--- src/rtl/clpt_pkg.sv ---
// ----------------------------------------------------------------------------
// clpt_pkg
// Shared types and constants for the closest point on segment set block.
// ----------------------------------------------------------------------------
package clpt_pkg;

    localparam int MAX_SEGMENTS = 64;
    localparam int COORD_W      = 32;
    localparam int IDX_W        = (MAX_SEGMENTS > 1) ? $clog2(MAX_SEGMENTS) : 1;
    localparam int CNT_W        = $clog2(MAX_SEGMENTS + 1);
    localparam int NORM_W       = 18;
    localparam int NORM_FRAC    = 16;
    localparam int DIST_W       = 33;
    localparam int DIFF_W       = COORD_W + 1;
    localparam int SQ_W         = 2 * DIFF_W + 1;
    localparam int DOT_W        = 2 * DIFF_W + 2;
    localparam int QB           = DIFF_W + 1;
    localparam int PROD_W       = SQ_W + DIFF_W;
    localparam int MUL_W        = DIFF_W + 2;
    localparam int SQRT_W       = DOT_W / 2;
    localparam int SQREM_W      = SQRT_W + 3;
    localparam int NDIV_BITS    = NORM_FRAC + 1;
    localparam int STEP_W       = $clog2(QB + 1);
    localparam int SEG_W        = 4 * COORD_W + 2 * NORM_W;

    typedef enum logic [1:0] {
        OP_APPEND = 2'd0,
        OP_CLEAR  = 2'd1,
        OP_QUERY  = 2'd2,
        OP_NOP    = 2'd3
    } t_op;

    typedef enum logic [1:0] {
        STAT_DONE  = 2'd0,
        STAT_FULL  = 2'd1,
        STAT_HIT   = 2'd2,
        STAT_EMPTY = 2'd3
    } t_status;

    typedef enum logic [1:0] {
        TGT_NX = 2'd0,
        TGT_NY = 2'd1,
        TGT_PX = 2'd2,
        TGT_PY = 2'd3
    } t_tgt;

    typedef enum logic [4:0] {
        S_IDLE, S_NSQ1, S_NSQ2, S_SQRT, S_NDX, S_NDY, S_DIV, S_WRITE,
        S_RD, S_DIFF, S_L1, S_L2, S_D1, S_D2, S_CLS,
        S_PX0, S_PX1, S_PY0, S_PY1, S_E0, S_E1, S_E2, S_CMP, S_RES
    } t_state;

    typedef struct packed {
        t_op                op;
        logic [COORD_W-1:0] sx;
        logic [COORD_W-1:0] sy;
        logic [COORD_W-1:0] ex;
        logic [COORD_W-1:0] ey;
        logic [COORD_W-1:0] nx;
        logic [COORD_W-1:0] ny;
        logic [COORD_W-1:0] qx;
        logic [COORD_W-1:0] qy;
    } t_item;

    typedef struct packed {
        logic [COORD_W-1:0] sx;
        logic [COORD_W-1:0] sy;
        logic [COORD_W-1:0] ex;
        logic [COORD_W-1:0] ey;
        logic [NORM_W-1:0]  nx;
        logic [NORM_W-1:0]  ny;
    } t_seg;

    typedef struct packed {
        t_status            status;
        logic [COORD_W-1:0] x;
        logic [COORD_W-1:0] y;
        logic [NORM_W-1:0]  nx;
        logic [NORM_W-1:0]  ny;
        logic [DIST_W-1:0]  distance;
    } t_result;

endpackage

--- src/rtl/clpt_front.sv ---
// ----------------------------------------------------------------------------
// clpt_front
// Input stage: decode the operation and queue words for the back end.
// ----------------------------------------------------------------------------
module clpt_front import clpt_pkg::*; (
    input  logic                 i_clk,
    input  logic                 i_rst_n,
    input  logic                 i_valid,
    output logic                 o_ready,
    input  logic [1:0]           i_op,
    input  logic [8*COORD_W-1:0] i_data,
    output logic                 o_valid,
    input  logic                 i_pop,
    output t_item                o_item
);

    t_item      r_mem [2];
    logic       r_wp;
    logic       r_rp;
    logic [1:0] r_cnt;
    logic       push;
    logic       pop;
    t_item      w_item;

    always_comb begin
        unique case (i_op)
            2'd0:    w_item.op = OP_APPEND;
            2'd1:    w_item.op = OP_CLEAR;
            2'd2:    w_item.op = OP_QUERY;
            default: w_item.op = OP_NOP;
        endcase
        w_item.sx = i_data[0*COORD_W +: COORD_W];
        w_item.sy = i_data[1*COORD_W +: COORD_W];
        w_item.ex = i_data[2*COORD_W +: COORD_W];
        w_item.ey = i_data[3*COORD_W +: COORD_W];
        w_item.nx = i_data[4*COORD_W +: COORD_W];
        w_item.ny = i_data[5*COORD_W +: COORD_W];
        w_item.qx = i_data[6*COORD_W +: COORD_W];
        w_item.qy = i_data[7*COORD_W +: COORD_W];
    end

    assign o_ready = (r_cnt != 2'd2);
    assign o_valid = (r_cnt != 2'd0);
    assign push    = i_valid && o_ready;
    assign pop     = o_valid && i_pop;
    assign o_item  = r_mem[r_rp];

    always_ff @(posedge i_clk) begin
        if (push) begin
            r_mem[r_wp] <= w_item;
        end
        if (!i_rst_n) begin
            r_wp  <= 1'b0;
            r_rp  <= 1'b0;
            r_cnt <= 2'd0;
        end else begin
            if (push) begin
                r_wp <= ~r_wp;
            end
            if (pop) begin
                r_rp <= ~r_rp;
            end
            r_cnt <= r_cnt + {1'b0, push} - {1'b0, pop};
        end
    end

endmodule

--- config.mk ---
export PLATFORM = sky130hd
export DESIGN_NAME = clpt_front
export DESIGN_NICKNAME = d
export VERILOG_FILES = /design/src/rtl/clpt_pkg.sv /design/src/rtl/clpt_front.sv
export SDC_FILE = /design/constraint.sdc
export NUM_CORES = 1
export LEC_CHECK = 0
export ABC_AREA = 1
export BUFFER_PORTS_ARGS = -buffer_cell sky130_fd_sc_hd__buf_2
export CAP_MARGIN = 10
export CORE_UTILIZATION = 35
export DETAILED_ROUTE_END_ITERATION = 16
export PLACE_DENSITY = 0.54
export SLEW_MARGIN = 40
export SYNTH_ARGS = -nofsm -noshare
export SYNTH_HDL_FRONTEND = slang
export SYNTH_SLANG_ARGS = --single-unit
--- constraint.sdc ---
create_clock -name i_clk -period 37.3 [get_ports i_clk]
set_input_delay 5.595 -clock i_clk [delete_from_list [all_inputs] [get_ports i_clk]]
set_output_delay 5.595 -clock i_clk [all_outputs]
set_load 0.01 [all_outputs]
# ---- Yosys cells after proc, flatten, opt, wreduce, memory -nomap -nowiden
# Memory sizes are Yosys's and may differ from the RTL's. A register that Yosys moved wholly into a read port is not among the register bits.
# Index checks and enable logic that the tools add are counted.
dict set report totals {
  register_bits 4
  ramBits 516
  in_bits 262
  output_inout_bits 260
  elab_cells 20
  n_memories 1
}
# name depth word_bits rd rd_ports_with_merged_regs wr line
set mem_list {}
lappend mem_list {r_mem 2 258 1 1 1 clpt_front.sv:17} ;# t_item r_mem [2];
dict set report op_classes {
  n_addsub 2
  n_eq_ne 3
  n_mux 5
  bitwise_logic 2
  reduce_logical 4
}
# cell n
set ops {}
lappend ops {{$pmux W2 S3} 1}
lappend ops {{$mux W1} 4}
lappend ops {{$add A2 B1 Y2} 1}
lappend ops {{$eq A2 B1 Y1 const B} 1}
lappend ops {{$eq A2 B2 Y1 const B} 1}
lappend ops {{$logic_and A1 B1 Y1} 2}
lappend ops {{$logic_not A2 Y1} 1}
lappend ops {{$ne A2 B2 Y1 const B} 1}
lappend ops {{$not A1 Y1} 2}
lappend ops {{$reduce_bool A2 Y1} 1}
lappend ops {{$sub A2 B1 Y2} 1}

# ---- Logic depth before layout (Yosys ltp)
dict set report depth {
  ltp_word 4
  ltp_mapped 11
  mapped_depth_nobuf 11
}

# ---- Worst setup path after synthesis
# OpenSTA, ideal clock, no wires.
dict set report synth_path {
  path_type {input-to-reg}
  from {input i_valid}
  to {memory r_mem[0][0] (netlist bit), enable pin}
  setup_ps 881
  arrival_ps 16354
  path_slack_ps 20065
  path_stages 2
  cell_sequence {nand2_1 > nor2_1}
}
dict set report synth_between {
  elab_chain_len 3
}
# element line
set synth_rtl {}
lappend synth_rtl {{start, declared} clpt_front.sv:8} ;# input logic i_valid,
lappend synth_rtl {{$logic_and A1 B1 Y1} clpt_front.sv:44} ;# assign push = i_valid && o_ready;
lappend synth_rtl {{$mux W1} clpt_front.sv:49} ;# if (push) begin
lappend synth_rtl {{$mux W1 (not written as such)} clpt_front.sv:50} ;# r_mem[r_wp] <= w_item;
lappend synth_rtl {{end, declared} clpt_front.sv:17}
# No other way between the ends.

==> out/metrics.cfg <==
[status]
outcome = finished, final reports clean

[synth]
ys_ff_latch = 521
yosysSeqAreaShare_pct = 79.08
syn-cell-area_sq_mm = 0.01972
synth_nets = 1106
yosys_warnings = 0
syn_avg_cell_area_sq_um = 23.42
synth.distinct_cells = 14
syn_inst = 842

[route]
post_drt_wl_per_cell_microns = 19.04
initialDrtViolationCount = 355
ant_nets = 0
viasPerCell = 4.396
vias = 9689
drc = 0
wirelength_mm = 41.96
first_pass_iters = 4

[worst_setup_path]
worstPathMaxFanout = 69
crit_required_ns = 31.70
cp-end-kind = output port
crit_arrival_ns = 3.55
crit_type = flip-flop to output port
startpoint_type = flip-flop

[sta]
rsz0062_at_grt = no
hold_viol = 0
slew-limit-headroom_pct = 37.24
finalSetupTns_ns = 0
maxClockFrequency_mhz = 109.3
drv_slew = 0
worst_slack_ns = 28.15
finalSetupViolCount = 0
skew_ns = 0.01664
timing.final.crit_period_ns = 9.145
worst-slew-pin-transition_ns = 0.9414
finalCritPeriodShare_pct = 24.52

[die]
chipWidth_microns = 239.4
rows = 86
core-area_sq_mm = 0.05542
dieHeight_microns = 239.4
die_area_sq_mm = 0.05730
num_io_pins = 522
initial_core_util_pct = 35.59

[global_route]
grt_antenna_before_repair = 19
gr-usage-all-layers_pct = 14.04
grt_pass1_wl_mm = 60.15
grt-ovfl-total = 0
first_global_vias = 10060
grt_max_degree = 131

[clocking]
postCtsSetupBuffers = 0
cts-buffers-inserted = 56
cts_resized = 0
clock_latency_ns = 0.59
hold_buffers = 0
cts_buffer_depth = 3
ctsHtreeMaxLevel = 2
cts.sinks = 521
cts_tree = yes
clk_pin_slew_ns = 0.06
ctsRootBufferMaster = clkbuf_16

[place]
place.gp.congestion = 0.7117
dpl.hpwl_mm = 28.39
dp_cells = 2091
pre_cts_ws_ns = 28.69
numPortBuffers = 521

[layout]
layout-drive-gt1-share_pct = 59.79
final_cell_mix = buf_2, edfxtp_1, mux2_4, mux2_2, clkbuf_16
mostFrequentLayoutCell = buf_2
area_growth_pct = 26.30
instances_no_fill = 2204
nNetsFinal = 1666

[power_and_ir_drop]
p_switching_uw = 458.0
pwr-share-comb_pct = 24.4
p_seq_share_pct = 44.8
intPower_mw = 1.252
power_leakage_nw = 9.595
irDropWorstVdd_mv = 0.04425
swShare_pct = 26.78
pwr-share-clk_pct = 30.8
p_per_area_mw_per_mm2 = 68.67

[worst_hold_path]
hold_path_class = flip-flop to flip-flop

[run]
cap_viol_max_count = 0

critical path, cell delays in order (launching register included):
cell and delay [ns]:
dfxtp_4 0.75, buf_6 0.57, buf_12 0.43, buf_16 0.42, mux2_4 0.36, buf_2 0.14
cell usage after synthesis:
| cell | n | share of area [%] |
|---|---|---|
| a21oi_1 | 2 | 0.051 |
| buf_2 | 3 | 0.076 |
| buf_6 | 24 | 1.4 |
| buf_8 | 2 | 0.15 |
| clkbuf_1 | 2 | 0.038 |
| dfxtp_1 | 5 | 0.51 |
| edfxtp_1 | 516 | 79 |
| ha_1 | 2 | 0.13 |
| inv_1 | 8 | 0.15 |
| mux2_2 | 57 | 3.3 |
| mux2_4 | 201 | 15 |
| nand2_1 | 9 | 0.17 |
| nand3_1 | 3 | 0.076 |
| nor2_1 | 8 | 0.15 |
cell families (layout without fill, tap and decap cells):
| kind of cell | after synthesis | in the layout | synth area share [%] |
|---|---|---|---|
| other | 0 | 6 | 0 |
| adder cells (fa/ha/maj) | 2 | 2 | 0.1269 |
| flip-flops | 521 | 521 | 79.08 |
| AO/OA/AOI/OAI | 2 | 2 | 0.05076 |
| buffers and inverters | 39 | 647 | 1.789 |
| multiplexers | 258 | 258 | 18.56 |
| AND/OR/NAND/NOR | 20 | 20 | 0.3997 |
area by class of cell:
class	instances	area, sq um
Tap cell	748	935.9
Multi-Input combinational cell	282	3781
Clock inverter	35	281.5
Inverter	8	42.54
Antenna cell	6	15.01
Timing Repair Buffer	533	2774
Clock buffer	71	1479
Fill cell	4864	30510
Sequential cell	521	15600
sequential cells by signal (all words and copies together) (netlist names), named ones only:
signal	cells
r_mem	516
r_wp	1
r_cnt	2
r_rp	1
stage by stage:
step / power (mW) / hold WS (ns) / util [%] / instance area (sq um)
finish: 1.710 / 0.5089 / 44.95 / 24910
floorplan: 1.084 / 0.4675 / - / 19720
global route: 1.786 / 0.5543 / 44.93 / 24900
global placement: 1.200 / 0.4880 / 41.58 / 23040
CTS: 1.741 / 0.5152 / 44.88 / 24870
detailed placement: 1.206 / 0.5032 / 41.70 / 23110
final timing paths:
kind	end	startpoint	slack, ns	depth (start not counted)
max	o_item[100]	flip-flop	28.15	5
min	r_rp$_SDFFE_PN0P_	r_rp$_SDFFE_PN0P_	0.51	2
min reg2reg	r_rp$_SDFFE_PN0P_	r_rp$_SDFFE_PN0P_	0.51	2
max reg2reg	r_mem[1][40]$_DFFE_PP_	r_cnt[0]$_SDFF_PN0_	34.12	7
power groups by stage:
stage,clock (mW),sequential [mW],combinational (mW)
floorplan,0,0.801,0.283
global placement,0,0.777,0.424
detailed placement,0,0.780,0.426
CTS,0.546,0.768,0.427
global route,0.566,0.774,0.446
finish,0.527,0.767,0.417
routing by layer:
layer  global-route usage, %  share of wire [%]
met3                   6.535                 10
met4                   5.051                2.5
met5                       0               0.45
met2                   23.36                 49
met1                   15.72                 38
Power figures use the tool's default switching activity.
